--- src/hdl/b64_pkg.sv ---
`default_nettype none
// ----------------------------------------------------------------------------
// b64_pkg
// Shared types, constants and character mapping functions for the Base64
// stream codec.
// ----------------------------------------------------------------------------
package b64_pkg;

   localparam int QUEUE_DEPTH = 2;

   localparam logic [7:0] PAD_CHAR = 8'h3D;

   localparam logic MODE_ENCODE = 1'b0;
   localparam logic MODE_DECODE = 1'b1;

   typedef struct packed {
      logic [7:0] in_byte;
      logic       in_last;
   } req_type;

   typedef struct packed {
      logic [7:0] out_byte;
      logic       out_empty;
      logic       out_last;
   } rsp_type;

   // One completed group, handed from the front end to the output sequencer.
   typedef struct packed {
      logic [23:0] group_val;
      logic        mode;
      logic [2:0]  nchars;
      logic [2:0]  nres;
      logic        last;
      logic        empty;
   } job_type;

   function automatic logic [5:0] b64_char_value(input logic [7:0] c);
      logic [5:0] v;
      v = 6'd0;
      if (c inside {[8'h41:8'h5A]}) begin
         v = 6'(c - 8'h41);
      end else if (c inside {[8'h61:8'h7A]}) begin
         v = 6'(c - 8'h61 + 8'd26);
      end else if (c inside {[8'h30:8'h39]}) begin
         v = 6'(c - 8'h30 + 8'd52);
      end else if (c == 8'h2B) begin
         v = 6'd62;
      end else if (c == 8'h2F) begin
         v = 6'd63;
      end
      return v;
   endfunction

   function automatic logic [7:0] b64_enc_char(input logic [5:0] s);
      logic [7:0] c;
      logic [7:0] s8;
      s8 = {2'b00, s};
      if (s < 6'd26) begin
         c = 8'h41 + s8;
      end else if (s < 6'd52) begin
         c = 8'h61 + s8 - 8'd26;
      end else if (s < 6'd62) begin
         c = 8'h30 + s8 - 8'd52;
      end else if (s == 6'd62) begin
         c = 8'h2B;
      end else begin
         c = 8'h2F;
      end
      return c;
   endfunction

endpackage
`default_nettype wire

--- src/hdl/base64_stream_codec.sv ---
// Order: a group completed by a transfer goes into the job queue, then its
//   results enter the response register one per cycle while rsp_ready is high.
// Throughput: one input transfer per cycle while the job queue has room,
//   one result per cycle from the output sequencer while rsp_ready is high (4 per encoded group).
// Reset: synchronous, active high; mode returns to encode, group and queue
//   are emptied, no result is valid.
`default_nettype none
// ----------------------------------------------------------------------------
// base64_stream_codec
// Streaming Base64 encoder/decoder, front end and output sequencer
// decoupled by a job queue.
// ----------------------------------------------------------------------------
module base64_stream_codec #(
   parameter int QUEUE_DEPTH = b64_pkg::QUEUE_DEPTH
) (
   input  wire logic              clock,
   input  wire logic              reset,
   input  wire logic              csr_wr_en,
   input  wire logic              csr_wr_data,
   input  wire logic              req_valid,
   output logic                   req_ready,
   input  wire b64_pkg::req_type  req_data,
   output logic                   rsp_valid,
   input  wire logic              rsp_ready,
   output b64_pkg::rsp_type       rsp_data
);

   logic             q_full;
   logic             q_empty;
   logic             push_valid;
   logic             pop;
   b64_pkg::job_type push_data;
   b64_pkg::job_type head;

   b64_front u_front (
      .clock       (clock),
      .reset       (reset),
      .csr_wr_en   (csr_wr_en),
      .csr_wr_data (csr_wr_data),
      .req_valid   (req_valid),
      .req_ready   (req_ready),
      .req_data    (req_data),
      .q_full      (q_full),
      .push_valid  (push_valid),
      .push_data   (push_data)
   );

   b64_queue #(
      .DEPTH (QUEUE_DEPTH)
   ) u_queue (
      .clock      (clock),
      .reset      (reset),
      .push_valid (push_valid),
      .push_data  (push_data),
      .full       (q_full),
      .pop        (pop),
      .head       (head),
      .empty      (q_empty)
   );

   b64_back u_back (
      .clock     (clock),
      .reset     (reset),
      .head      (head),
      .q_empty   (q_empty),
      .pop       (pop),
      .rsp_valid (rsp_valid),
      .rsp_ready (rsp_ready),
      .rsp_data  (rsp_data)
   );

endmodule
`default_nettype wire

--- src/hdl/b64_front.sv ---
`default_nettype none
// ----------------------------------------------------------------------------
// b64_front
// Accepts input transfers, holds the mode register and gathers groups;
// pushes each completed group that yields a result or ends the stream into the job queue.
// ----------------------------------------------------------------------------
module b64_front (
   input  wire logic              clock,
   input  wire logic              reset,
   input  wire logic              csr_wr_en,
   input  wire logic              csr_wr_data,
   input  wire logic              req_valid,
   output logic                   req_ready,
   input  wire b64_pkg::req_type  req_data,
   input  wire logic              q_full,
   output logic                   push_valid,
   output b64_pkg::job_type       push_data
);

   logic        mode_ff;
   logic [17:0] bits_ff, bits_in;
   logic [1:0]  count_ff, count_in;
   logic [1:0]  pads_ff, pads_in;

   logic        accept;
   logic [2:0]  n;
   logic        complete;
   logic [5:0]  v;
   logic        is_pad;
   logic [2:0]  pads_sum;
   logic [1:0]  pads;
   logic [23:0] acc;
   logic [2:0]  nbytes;

   assign req_ready = !q_full;
   assign accept    = req_valid && req_ready;

   always_comb begin
      v        = b64_pkg::b64_char_value(req_data.in_byte);
      is_pad   = (req_data.in_byte == b64_pkg::PAD_CHAR);
      pads_sum = {1'b0, pads_ff} + {2'b00, is_pad};
      pads     = (pads_sum > 3'd3) ? 2'd3 : pads_sum[1:0];
      acc      = {bits_ff, v};
      nbytes   = 3'd0;
      bits_in  = bits_ff;
      count_in = count_ff;
      pads_in  = pads_ff;
      push_valid = 1'b0;
      push_data  = '0;
      push_data.mode = mode_ff;
      push_data.last = req_data.in_last;

      if (mode_ff == b64_pkg::MODE_ENCODE) begin
         n        = (count_ff >= 2'd2) ? 3'd3 : {1'b0, count_ff} + 3'd1;
         complete = (n == 3'd3) || req_data.in_last;
         case (n)
            3'd3:    push_data.group_val = {bits_ff[15:0], req_data.in_byte};
            3'd2:    push_data.group_val = {bits_ff[7:0], req_data.in_byte, 8'h00};
            default: push_data.group_val = {req_data.in_byte, 16'h0000};
         endcase
         push_data.nchars = n + 3'd1;
         push_data.nres   = 3'd4;
         if (accept) begin
            if (complete) begin
               push_valid = 1'b1;
               bits_in    = '0;
               count_in   = '0;
               pads_in    = '0;
            end else begin
               bits_in  = {bits_ff[9:0], req_data.in_byte};
               count_in = n[1:0];
            end
         end
      end else begin
         n        = {1'b0, count_ff} + 3'd1;
         complete = (n == 3'd4) || req_data.in_last;
         case (n)
            3'd1:    push_data.group_val = {acc[5:0], 18'h0};
            3'd2:    push_data.group_val = {acc[11:0], 12'h0};
            3'd3:    push_data.group_val = {acc[17:0], 6'h0};
            default: push_data.group_val = acc;
         endcase
         if ((n - 3'd1) > {1'b0, pads}) begin
            nbytes = n - 3'd1 - {1'b0, pads};
         end
         push_data.nchars = 3'd0;
         if (nbytes == 3'd0) begin
            push_data.nres  = 3'd1;
            push_data.empty = 1'b1;
            push_data.group_val = '0;
         end else begin
            push_data.nres = nbytes;
         end
         if (accept) begin
            if (complete) begin
               push_valid = (nbytes != 3'd0) || req_data.in_last;
               bits_in    = '0;
               count_in   = '0;
               pads_in    = '0;
            end else begin
               bits_in  = {bits_ff[11:0], v};
               count_in = n[1:0];
               pads_in  = pads;
            end
         end
      end
   end

   always_ff @(posedge clock) begin
      if (reset) begin
         mode_ff  <= b64_pkg::MODE_ENCODE;
         bits_ff  <= '0;
         count_ff <= '0;
         pads_ff  <= '0;
      end else if (csr_wr_en) begin
         mode_ff  <= csr_wr_data;
         bits_ff  <= '0;
         count_ff <= '0;
         pads_ff  <= '0;
      end else begin
         bits_ff  <= bits_in;
         count_ff <= count_in;
         pads_ff  <= pads_in;
      end
   end

endmodule
`default_nettype wire

--- src/hdl/b64_queue.sv ---
`default_nettype none
// ----------------------------------------------------------------------------
// b64_queue
// Small job FIFO between the front end and the output sequencer.
// ----------------------------------------------------------------------------
module b64_queue #(
   parameter int DEPTH = b64_pkg::QUEUE_DEPTH
) (
   input  wire logic              clock,
   input  wire logic              reset,
   input  wire logic              push_valid,
   input  wire b64_pkg::job_type  push_data,
   output logic                   full,
   input  wire logic              pop,
   output b64_pkg::job_type       head,
   output logic                   empty
);

   localparam int PTR_W = (DEPTH > 1) ? $clog2(DEPTH) : 1;
   localparam int CNT_W = $clog2(DEPTH + 1);

   b64_pkg::job_type entries_ff [DEPTH];

   logic [PTR_W-1:0] wr_ptr_ff, wr_ptr_in;
   logic [PTR_W-1:0] rd_ptr_ff, rd_ptr_in;
   logic [CNT_W-1:0] count_ff, count_in;
   logic             do_push, do_pop;

   assign full    = (count_ff == CNT_W'(DEPTH));
   assign empty   = (count_ff == '0);
   assign do_push = push_valid && !full;
   assign do_pop  = pop && !empty;
   assign head    = entries_ff[rd_ptr_ff];

   always_comb begin
      wr_ptr_in = wr_ptr_ff;
      rd_ptr_in = rd_ptr_ff;
      if (do_push) begin
         wr_ptr_in = (wr_ptr_ff == PTR_W'(DEPTH - 1)) ? '0 : wr_ptr_ff + 1'b1;
      end
      if (do_pop) begin
         rd_ptr_in = (rd_ptr_ff == PTR_W'(DEPTH - 1)) ? '0 : rd_ptr_ff + 1'b1;
      end
      case ({do_push, do_pop})
         2'b10:   count_in = count_ff + 1'b1;
         2'b01:   count_in = count_ff - 1'b1;
         default: count_in = count_ff;
      endcase
   end

   always_ff @(posedge clock) begin
      if (reset) begin
         wr_ptr_ff <= '0;
         rd_ptr_ff <= '0;
         count_ff  <= '0;
      end else begin
         wr_ptr_ff <= wr_ptr_in;
         rd_ptr_ff <= rd_ptr_in;
         count_ff  <= count_in;
      end
   end

   always_ff @(posedge clock) begin
      if (do_push) begin
         entries_ff[wr_ptr_ff] <= push_data;
      end
   end

endmodule
`default_nettype wire

--- src/hdl/b64_back.sv ---
`default_nettype none
// ----------------------------------------------------------------------------
// b64_back
// Output sequencer: walks the head job one result per cycle into the
// registered response channel, unless that channel is stalled.
// ----------------------------------------------------------------------------
module b64_back (
   input  wire logic              clock,
   input  wire logic              reset,
   input  wire b64_pkg::job_type  head,
   input  wire logic              q_empty,
   output logic                   pop,
   output logic                   rsp_valid,
   input  wire logic              rsp_ready,
   output b64_pkg::rsp_type       rsp_data
);

   logic [1:0]       idx_ff, idx_in;
   logic             rsp_valid_ff, rsp_valid_in;
   b64_pkg::rsp_type rsp_data_ff, rsp_data_in;

   logic       load;
   logic       final_res;
   logic [5:0] sextet;
   logic [7:0] dec_byte;

   assign load      = !q_empty && (!rsp_valid_ff || rsp_ready);
   assign final_res = ({1'b0, idx_ff} == (head.nres - 3'd1));
   assign pop       = load && final_res;
   assign rsp_valid = rsp_valid_ff;
   assign rsp_data  = rsp_data_ff;

   always_comb begin
      case (idx_ff)
         2'd0: begin
            sextet   = head.group_val[23:18];
            dec_byte = head.group_val[23:16];
         end
         2'd1: begin
            sextet   = head.group_val[17:12];
            dec_byte = head.group_val[15:8];
         end
         2'd2: begin
            sextet   = head.group_val[11:6];
            dec_byte = head.group_val[7:0];
         end
         default: begin
            sextet   = head.group_val[5:0];
            dec_byte = 8'h00;
         end
      endcase

      if (head.mode == b64_pkg::MODE_ENCODE) begin
         rsp_data_in.out_byte = ({1'b0, idx_ff} < head.nchars) ?
                                b64_pkg::b64_enc_char(sextet) : b64_pkg::PAD_CHAR;
      end else begin
         rsp_data_in.out_byte = head.empty ? 8'h00 : dec_byte;
      end
      rsp_data_in.out_empty = head.empty;
      rsp_data_in.out_last  = head.last && final_res;

      rsp_valid_in = rsp_valid_ff;
      if (!rsp_valid_ff || rsp_ready) begin
         rsp_valid_in = !q_empty;
      end

      idx_in = idx_ff;
      if (load) begin
         idx_in = final_res ? 2'd0 : idx_ff + 2'd1;
      end
   end

   always_ff @(posedge clock) begin
      if (reset) begin
         idx_ff       <= '0;
         rsp_valid_ff <= 1'b0;
      end else begin
         idx_ff       <= idx_in;
         rsp_valid_ff <= rsp_valid_in;
      end
   end

   always_ff @(posedge clock) begin
      if (load) begin
         rsp_data_ff <= rsp_data_in;
      end
   end

endmodule
`default_nettype wire

--- config.mk ---
export PLATFORM = sky130hd
export DESIGN_NAME = base64_stream_codec
export DESIGN_NICKNAME = d
export VERILOG_FILES = /design/src/hdl/b64_pkg.sv /design/src/hdl/base64_stream_codec.sv /design/src/hdl/b64_front.sv /design/src/hdl/b64_queue.sv /design/src/hdl/b64_back.sv
export SDC_FILE = /design/constraint.sdc
export NUM_CORES = 1
export LEC_CHECK = 0
export BUFFER_PORTS_ARGS = -buffer_cell sky130_fd_sc_hd__buf_2
export CORE_ASPECT_RATIO = 1.2
export CORE_MARGIN = 1.5
export CORE_UTILIZATION = 55
export CTS_CLUSTER_SIZE = 30
export DETAILED_ROUTE_END_ITERATION = 16
export GPL_TIMING_DRIVEN = 1
export PLACE_DENSITY = 0.72
export SLEW_MARGIN = 20
export SYNTH_ARGS = -nofsm -noshare
export SYNTH_HDL_FRONTEND = slang
export SYNTH_SLANG_ARGS = --single-unit
--- constraint.sdc ---
create_clock -name clock -period 5.67 [get_ports clock]
set_input_delay 0.567 -clock clock [delete_from_list [all_inputs] [get_ports clock]]
set_output_delay 0.567 -clock clock [all_outputs]
set_load 0.005 [all_outputs]
==> flow_metrics.py, run 1 <==
metrics = {
    "routing": {
        "postRouteAntennaNets": 0,
        "drtPass1Iterations": 5,
        "wire_per_inst_um": 20.9,
        "vias_per_cell": 6.53,
        "num_vias": 5216,
        "drcViolationCount": 0,
        "wirelength_um": 16700,
        "drt-initial-drc-count": 519,
    },
    "floorplanning": {
        "start_util": 0.565,
        "io_pins": 27,
        "rows": 43,
        "die_h_um": 122,
        "core_area_sq_mm": 0.0116,
        "dieWidth_um": 103,
        "die-area_sq_mm": 0.0126,
    },
    "critical_path": {
        "reg2reg_slack_ns": 1.42,
        "cp.arrival_ns": 4.96,
        "critical_path_class": "in -> reg",
        "crit_path_end": "u_queue.count_ff[1]",
        "cp.required_ns": 5.97,
        "crit_path_frequent_cell": "ha_1",
        "startpoint": "req_data[6]",
        "cp_slowest_cell": "or3b_2",
        "path_cells": "buf_2, or3b_2, nor2_1, and3_1, ha_1, a21o_1, ha_1, nor4_1, a211oi_1, o22ai_1, and3_1, o31a_1, inv_1, ha_1, or3_1, a21oi_1",
        "r2r_cells": 11,
        "r2r_start": "u_front.count_ff[0]",
        "start_kind": "input port",
        "critPathCaptureType": "flip-flop",
        "crit_fanout": 14,
        "crit_path_max_incr_delay_ns": 0.50,
        "regToRegEndpoint": "u_queue.count_ff[1]",
    },
    "synthesis": {
        "yosysMostFrequentCell": "edfxtp_1",
        "synth-seq-area-share": 0.444,
        "ys_types": 71,
        "synth-edff-count": 76,
        "async_reset_ff_frac": 0,
        "synthesis.area_sq_mm": 0.00654,
        "syn_nets": 694,
        "syn_area_per_cell_sq_um": 10.2,
        "ys_ff_latch": 107,
        "synth_commonest_cells": "edfxtp_1 (76), nor2_1 (55), o21ai_0 (40)",
        "yosys_warnings": 0,
        "yosys.area.top_type_share": 0.349,
        "yosysTopAreaCell": "edfxtp_1",
        "synthesis.instances": 644,
        "synthFlopType": "edfxtp_1",
        "synthTopCellsByArea": "edfxtp_1 (35%), dfxtp_1 (9.5%), ha_1 (6.7%), mux2i_1 (3.7%), a221oi_1 (3.5%)",
    },
    "cts": {
        "clock_sinks": 107,
        "htreeDepth": 3,
        "cts.clk_slew.worst_paths_ns": 0.08,
        "cts_root_buffer": "clkbuf_16",
        "cts_hold_buffers": 0,
        "cts_tree": "built",
        "cts_buffers": 9,
        "cts_buffer_depth": 2,
        "cts_resized": 0,
        "clk-insertion-delay-late_ns": 0.36,
        "cts_setup_buffers": 0,
    },
    "power_and_ir_drop": {
        "vdd_drop_max_v": 0.000230,
        "powerDensity_mw_per_mm2": 314,
        "p_leak_nw": 2.44,
    },
    "sta": {
        "relSlewSlack": 0.325,
        "layout_min_cycle_time_ns": 4.66,
        "post-route-period-util": 0.822,
        "rsz0062_at_grt": "no",
        "max_freq_mhz": 215,
        "setup_viol": 0,
        "fin_ws_ns": 1.01,
        "setup-tns-final_ns": 0,
        "tightest_slew_ns": 1.01,
        "slew_viol_final": 0,
        "hold_viol": 0,
        "clock_skew_ns": 0.0135,
    },
    "flow_run": {
        "max_cap_viol_count": 0,
    },
    "grt": {
        "grt_usage": 0.277,
        "overflow": 0,
        "grt_start_max_net_pins": 36,
        "grt_pass1_vias": 4919,
        "antenna_found_initial": 0,
        "grt_pass1_wl_um": 26200,
    },
    "placement": {
        "io_buffers": 26,
        "pre_cts_ws_ns": 0.737,
        "dp_hpwl_um": 11800,
        "gp_congestion": 0.895,
    },
    "final_layout": {
        "fin_nets": 687,
        "antenna_cells": 0,
        "area_delta_synth_final_pct": 6.89,
        "drive_gt1_frac": 0.112,
    },
    "hold_path": {
        "hp-class": "in -> reg",
    },
    "run_status": {
        "status": "completed",
    },
}
[cells by family after synthesis]
kind of cell / Yosys count / synth area share
AOI/OAI and AO/OA: 201 / 0.225
xor gates and xnor gates: 15 / 0.0201
adders and majority gates: 35 / 0.0670
buffers and inverters: 83 / 0.0566
DFF: 107 / 0.444
muxes: 40 / 0.0664
and+or+nand+nor: 163 / 0.121
[stage by stage]
step | util | cells | cell area, sq um | hold WS, ns | total power [mW]
after floorplan | - | 644 | 6540 | 0.454 | 1.40
after global placement | 0.576 | 782 | 6660 | 0.472 | 1.54
after detailed placement | 0.576 | 783 | 6670 | 0.488 | 1.55
after CTS | 0.604 | 799 | 6980 | 0.440 | 2.20
after global routing | 0.604 | 799 | 6990 | 0.449 | 2.30
final | 0.604 | 799 | 6990 | 0.446 | 2.20
[cell type report]
class,count,area [sq um]
flip-flops and latches,107,2900
repair buffers,31,165
multi-input cells,454,3280
clock inverters,7,91.3
clock buffers,9,225
well taps,157,196
fillers,974,4580
inverters,34,128
[flip-flops by register name, indices dropped and copies added (netlist names), 2 cells and up, named ones only]
signal              flops
u_queue.count_ff        2
u_back.rsp_data        10
u_front.bits_ff        18
u_front.count_ff        2
u_front.pads_ff         2
u_queue.entries_ff     66
u_back.idx_ff           2
[routing by layer]
layer,wire (um),vias to the layer above,global-route usage
met1,6630,2492,0.343
met2,8320,240,0.467
met4,671,0,0.139
met5,0,-,0
li1,-,2444,-
met3,1070,40,0.0416
[report_power, final]
part           internal, mW  total, mW  switching [mW]
clock network         0.353      0.651           0.298
logic                 0.220      0.595           0.375
registers             0.911      0.951          0.0401
[critical path, delay by kind of cell]
family,cells,cell delay [ns]
adders and majority gates,3,0.90
and+or+nand+nor,6,2.06
buffers and inverters,2,0.35
AOI/OAI and AO/OA,5,1.08
[cells in the final DEF, fill, tap and decap left out, types with 3 or more instances in the layout]
cell | Yosys | routed
a211oi_1 | 7 | 7
a21oi_1 | 29 | 29
a221o_1 | 15 | 15
a221oi_1 | 26 | 26
a222oi_1 | 3 | 3
a22o_1 | 6 | 6
a22oi_1 | 14 | 14
a311oi_1 | 3 | 3
a31oi_1 | 7 | 7
and2_1 | 7 | 7
and3_1 | 4 | 4
buf_2 | 1 | 27
buf_4 | 0 | 4
clkbuf_16 | 0 | 9
dfxtp_1 | 31 | 30
edfxtp_1 | 76 | 76
ha_1 | 35 | 35
inv_1 | 34 | 34
mux2_2 | 12 | 12
mux2_4 | 3 | 3
mux2i_1 | 24 | 24
nand2_1 | 30 | 30
nand2b_1 | 6 | 6
nand3_1 | 13 | 13
nor2_1 | 55 | 54
nor2b_1 | 9 | 9
nor3_1 | 19 | 18
nor4_1 | 3 | 3
o211ai_1 | 6 | 6
o21ai_0 | 40 | 40
o221ai_1 | 3 | 3
o22ai_1 | 14 | 14
or3_1 | 4 | 4
xnor2_1 | 9 | 9
xor2_1 | 6 | 6
[worst min path at each step]
stage / start / to / slack [ns] / cells after the start
floorplan: u_front.pads_ff[0] / u_front.pads_ff[0] / 0.45 / 2
global placement: u_back.rsp_valid / u_back.rsp_valid / 0.47 / 2
detailed placement: u_front.pads_ff[0] / u_front.pads_ff[0] / 0.49 / 2
CTS: csr_wr_data / u_front.mode_ff / 0.44 / 3
global route: csr_wr_data / u_front.mode_ff / 0.45 / 3
finish: csr_wr_data / u_front.mode_ff / 0.45 / 3
Note: power is estimated with default switching activity, not from simulation.
==> run 2, diff against run 1 <==
==> constraint.sdc (replaced) <==
create_clock -name clock -period 4.65 [get_ports clock]
set_input_delay 0.465 -clock clock [delete_from_list [all_inputs] [get_ports clock]]
set_output_delay 0.465 -clock clock [all_outputs]
set_load 0.005 [all_outputs]
==> run 2 against run 1 <==
Compared with the run above: design area increased by 0.75%; sequential power rose by 22%; routed wire length increased by 3.1%; total power is 21% higher; count of clock-buffer cells in the layout rose by 1; clock skew grew 0.00060 ns; via count rose by 0.69%; largest power group unchanged; first-iteration DRC count down 16%; clock power is 15% higher; worst hold slack worse by 0.092 ns; non-clock buffer count up 10; sequential cell count unchanged; largest cell class unchanged.
==> flow_metrics.py, run 2 (same netlist as run 1, synthesis figures left out) <==
metrics = {
    "sta": {
        "max_freq_mhz": 244,
        "setup_viol": 0,
        "tightest_slew_ns": 0.930,
        "layout_min_cycle_time_ns": 4.09,
        "post-route-period-util": 0.880,
        "rsz0062_at_grt": "no",
        "clock_skew_ns": 0.0141,
        "hold_viol": 0,
        "slew_viol_final": 0,
        "setup-tns-final_ns": 0,
        "relSlewSlack": 0.380,
    },
    "critical_path": {
        "start_kind": "input port",
        "path_cells": "buf_2, or3b_2, nor2_1, and3_1, ha_1, a21o_1, ha_1, o22ai_1, a211oi_1, o22ai_1, and3_1, o31a_1, inv_1, ha_1, or3_1, a21oi_1",
        "crit_path_max_incr_delay_ns": 0.49,
        "crit_fanout": 6,
        "cp.required_ns": 4.94,
        "crit_path_frequent_cell": "ha_1",
        "path_buf_inv": 2,
        "critical_path_class": "in -> reg",
        "cp_slowest_cell": "or3b_2",
        "cp.arrival_ns": 4.38,
        "critPathTopFamily": "simple AND/OR/NAND/NOR gates",
        "critPathCaptureType": "flip-flop",
    },
    "placement": {
        "dp_cells": 793,
        "dp_hpwl_um": 12500,
        "io_buffers": 26,
        "gp_congestion": 0.944,
    },
    "power_and_ir_drop": {
        "p_leak_nw": 2.48,
        "vdd_drop_max_v": 0.000330,
        "powerDensity_mw_per_mm2": 377,
    },
    "floorplanning": {
        "io_pins": 27,
        "rows": 43,
        "start_util": 0.565,
        "dieWidth_um": 103,
        "die_h_um": 122,
        "die-area_sq_mm": 0.0126,
        "core_area_sq_mm": 0.0116,
    },
    "grt": {
        "antenna_found_initial": 0,
        "grt_start_max_net_pins": 34,
        "grt_usage": 0.285,
        "grt_pass1_vias": 4994,
        "overflow": 0,
        "grt_pass1_wl_um": 26800,
    },
    "cts": {
        "clk-insertion-delay-late_ns": 0.36,
        "cts_hold_buffers": 0,
        "cts.clk_slew.worst_paths_ns": 0.08,
        "cts_buffers": 9,
        "clock_sinks": 107,
        "cts_tree": "built",
        "htreeDepth": 3,
        "cts_buffer_depth": 2,
        "cts_root_buffer": "clkbuf_16",
        "cts_setup_buffers": 0,
        "cts_resized": 0,
    },
    "final_layout": {
        "stdcell_count": 809,
        "fin_nets": 697,
        "largest_reg_flops": 66,
        "n_fill_cell": 940,
        "antenna_cells": 0,
        "top_register": "u_queue.entries_ff",
        "mostFrequentLayoutCells": "edfxtp_1 (76), nor2_1 (54), o21ai_0 (40), ha_1 (35), inv_1 (34)",
        "final_common_cell": "edfxtp_1",
        "postLayoutCoreUtil": 0.609,
        "drive_gt1_frac": 0.124,
        "area_delta_synth_final_pct": 7.69,
        "multiInputGateArea_sq_mm": 0.00327,
        "seqCellArea_sq_mm": 0.00290,
    },
    "run_status": {
        "status": "completed",
    },
    "flow_run": {
        "max_cap_viol_count": 0,
    },
    "hold_path": {
        "hp-class": "in -> reg",
    },
    "routing": {
        "vias_per_cell": 6.49,
        "postRouteAntennaNets": 0,
        "wirelength_um": 17200,
        "drcViolationCount": 0,
        "drt-initial-drc-count": 435,
        "num_vias": 5252,
        "drtPass1Iterations": 7,
        "wire_per_inst_um": 21.3,
    },
}
-- run 2: cell types whose count changed in the layout (fill, tap and decap cells not counted) --
| cell | change |
|---|---|
| buf_2 | -1 |
| nor3_4 | -1 |
| buf_4 | +11 |
| clkinv_4 | -1 |
| clkinv_8 | +1 |
| nor3_2 | +1 |
| clkbuf_1 | +1 |
| bufinv_16 | -1 |
-- run 2: final timing paths --
kind,to,depth (start not counted),start,slack (ns)
hold / removal,u_front.mode_ff,3,csr_wr_data,0.35
hold reg to reg,u_front.bits_ff[17],2,u_front.bits_ff[17],0.50
setup / recovery,u_queue.count_ff[1],16,req_data[7],0.56
setup reg to reg,u_back.rsp_data[5],11,u_back.idx_ff[0],0.77
-- run 2: where the power goes --
group          switching (mW)  leakage [nW]  internal, mW  total (mW)
Sequential             0.0451         0.952          1.11        1.16
Clock                   0.370         0.141         0.381       0.751
Combinational           0.468          1.39         0.277       0.745
-- run 2: worst reg2reg max path, delay by kind of cell (launching register included) --
kind            cells  cell delay, ns
compound gates      4            1.43
buf+inv             2            0.38
fa+ha+maj           2            0.67
simple gates        2            0.33
flops               1            0.47
mux                 1            0.36
-- run 2: layout make-up --
cell class / instances / area share
timing repair buffer: 41 / 0.0345
sequential: 107 / 0.412
clock inverter: 6 / 0.00977
clock buffer: 10 / 0.0325
tap: 157 / 0.0279
inverter: 34 / 0.0181
multi-input combinational: 454 / 0.465
-- run 2: layer usage --
layer | GRT usage | routed length, um | part of all wire
met5 | 0 | 0 | 0
met4 | 0.146 | 826 | 0.048
met3 | 0.0393 | 932 | 0.054
met2 | 0.476 | 8400 | 0.49
met1 | 0.360 | 7060 | 0.41
-- run 2: metrics by stage --
step	setup slack (ns)	cell area [sq um]	hold WS (ns)	total power [mW]
detailed placement	0.286	6750	0.486	1.91
global placement	0.408	6750	0.467	1.89
floorplan	0.400	6540	0.454	1.70
CTS	0.643	7040	0.347	2.65
global route	0.385	7040	0.404	2.78
finish	0.558	7040	0.353	2.65
==> run 3, diff against run 2 <==
--- a/config.mk
+++ b/config.mk
@@ -6,7 +6,6 @@
 export NUM_CORES = 1
 export LEC_CHECK = 0
 export BUFFER_PORTS_ARGS = -buffer_cell sky130_fd_sc_hd__buf_2
-export CORE_ASPECT_RATIO = 1.2
 export CORE_MARGIN = 1.5
 export CORE_UTILIZATION = 55
 export CTS_CLUSTER_SIZE = 30
==> run 3 against run 2 <==
Compared with the run above: the flow now finishes with violations (design-rule violations); global-route usage shrank 0.72 points; sequential cell count is the same; routed wire length grew 0.49%; critical path depth is the same; count of clock-buffer cells in the layout shrank 1; critical path type unchanged; first-iteration DRC count grew 20%; design area grew 0.44%; clock power grew 9.5%.
==> flow_metrics.py, run 3 (same netlist as run 1, synthesis figures left out) <==
metrics = {
    "final_layout": {
        "top_register": "u_queue.entries_ff",
        "multiInputGateArea_sq_mm": 0.00328,
        "n_fill_cell": 964,
        "antenna_cells": 0,
        "drive_gt1_frac": 0.127,
        "largest_reg_flops": 66,
        "mostFrequentLayoutCells": "edfxtp_1 (76), nor2_1 (54), o21ai_0 (40), ha_1 (35), inv_1 (34)",
        "final_area_sq_mm": 0.00707,
        "seqCellArea_sq_mm": 0.00290,
        "area_delta_synth_final_pct": 8.17,
        "fin_nets": 698,
        "final_common_cell": "edfxtp_1",
    },
    "hold_path": {
        "hp-class": "in -> reg",
        "worst_hold_path.num_cells": 3,
        "hold_end": "u_front.mode_ff",
        "hold_start": "csr_wr_data",
    },
    "sta": {
        "clock_skew_ns": 0.0126,
        "relSlewSlack": 0.345,
        "setup_viol": 0,
        "setup-tns-final_ns": 0,
        "post-route-period-util": 0.888,
        "tightest_slew_ns": 0.982,
        "slew_viol_final": 0,
        "hold_viol": 0,
        "layout_min_cycle_time_ns": 4.13,
        "max_freq_mhz": 242,
        "rsz0062_at_grt": "no",
    },
    "critical_path": {
        "crit_fanout": 6,
        "cp.arrival_ns": 4.42,
        "reg2reg_slack_ns": 0.74,
        "critical_path_class": "in -> reg",
        "cp_slowest_cell": "or3b_2",
        "crit_path_max_incr_delay_ns": 0.50,
        "r2r_cells": 11,
        "start_kind": "input port",
        "crit_path_frequent_cell": "ha_1",
        "critPathCaptureType": "flip-flop",
        "cp.required_ns": 4.94,
        "regToRegEndpoint": "u_back.rsp_data[5]",
        "path_cells": "buf_2, or3b_2, nor2_1, and3_1, ha_1, a21o_1, ha_1, o22ai_1, a211oi_1, o22ai_1, and3_1, o31a_1, inv_1, ha_1, or3_1, a21oi_1",
    },
    "cts": {
        "cts_buffer_depth": 2,
        "clk-insertion-delay-late_ns": 0.36,
        "cts_tree": "built",
        "cts_setup_buffers": 0,
        "htreeDepth": 3,
        "cts_resized": 0,
        "cts_root_buffer": "clkbuf_16",
        "cts_buffers": 9,
        "cts_hold_buffers": 0,
        "clock_sinks": 107,
        "cts.clk_slew.worst_paths_ns": 0.08,
    },
    "run_status": {
        "status": "finished with violations",
        "violations": "design-rule violations",
    },
    "floorplanning": {
        "start_util": 0.568,
        "io_pins": 27,
        "rows": 39,
        "die-area_sq_mm": 0.0126,
        "dieWidth_um": 112,
        "die_h_um": 112,
        "core_area_sq_mm": 0.0115,
    },
    "routing": {
        "postRouteAntennaNets": 0,
        "vias_per_cell": 6.78,
        "drt-initial-drc-count": 523,
        "wirelength_um": 17300,
        "num_vias": 5395,
        "drtPass1Iterations": 11,
        "drcViolationCount": 4,
        "wire_per_inst_um": 21.7,
    },
    "grt": {
        "overflow": 0,
        "grt_usage": 0.278,
        "grt_pass1_vias": 5037,
        "grt_pass1_wl_um": 27500,
        "grt_start_max_net_pins": 34,
        "antenna_found_initial": 0,
    },
    "power_and_ir_drop": {
        "p_leak_nw": 2.51,
        "powerDensity_mw_per_mm2": 384,
        "p_total_mw": 2.72,
        "vdd_drop_max_v": 0.000288,
    },
    "flow_run": {
        "max_cap_viol_count": 0,
    },
    "placement": {
        "placed_cell_area_sq_mm": 0.00674,
        "dp_hpwl_um": 12200,
        "gp_congestion": 0.896,
        "io_buffers": 26,
    },
}
-- run 3: cell types whose count changed in the layout (fill, tap and decap cells not counted), sizes merged --
| cell | change |
|---|---|
| clkinv | +1 |
| clkbuf | -1 |
| clkinvlp | -1 |
| buf | +1 |
| bufinv | +1 |
-- run 3: metrics by stage --
step / setup WS (ns) / hold slack (ns) / utilization / instances
2_1_floorplan: 0.400 / 0.454 / - / 644
3_3_place_gp: 0.374 / 0.472 / 0.585 / 780
3_5_place_dp: 0.232 / 0.480 / 0.585 / 780
4_1_cts: 0.587 / 0.338 / 0.614 / 796
5_1_grt: 0.363 / 0.380 / 0.614 / 796
6_report: 0.520 / 0.342 / 0.614 / 796
-- run 3: critical path, delay by kind of cell --
| family | cells | cell delay [ns] |
|---|---|---|
| AOI/OAI and AO/OA | 6 | 1.26 |
| and+or+nand+nor | 5 | 1.57 |
| adders and majority gates | 3 | 0.88 |
| buffers and inverters | 2 | 0.24 |
-- run 3: worst max-delay path by stage --
stage	startpoint	endpoint	slack [ns]	depth (start not counted)
2_1_floorplan	req_data[7]	u_queue.entries_ff[0][0]	0.40	13
3_3_place_gp	req_data[7]	u_queue.count_ff[1]	0.37	16
3_5_place_dp	req_data[7]	u_queue.count_ff[1]	0.23	16
4_1_cts	req_data[7]	u_queue.count_ff[1]	0.59	16
5_1_grt	req_data[7]	u_queue.count_ff[1]	0.36	16
6_report	req_data[7]	u_queue.count_ff[1]	0.52	16
-- run 3: metal layers --
metal | part of all wire | global-route usage | up-vias
met5 | 0 | 0 | -
met4 | 0.026 | 0.101 | 0
met3 | 0.061 | 0.0367 | 42
met2 | 0.48 | 0.462 | 260
met1 | 0.43 | 0.377 | 2622
li1 | - | - | 2471
-- run 3: area by class of cell --
cell class / instances / area share
repair buffers: 42 / 0.0354
inverters: 34 / 0.0180
flip-flops and latches: 107 / 0.411
clock inverters: 7 / 0.0152
multi-input cells: 454 / 0.464
clock buffers: 9 / 0.0318
well taps: 143 / 0.0253
-- run 3: where the power goes --
part / switching [mW] / total (mW) / internal, mW / leakage, nW
combinational: 0.464 / 0.740 / 0.277 / 1.40
sequential: 0.0451 / 1.16 / 1.11 / 0.952
clock: 0.383 / 0.822 / 0.439 / 0.161
total: 0.892 / 2.72 / 1.83 / 2.51
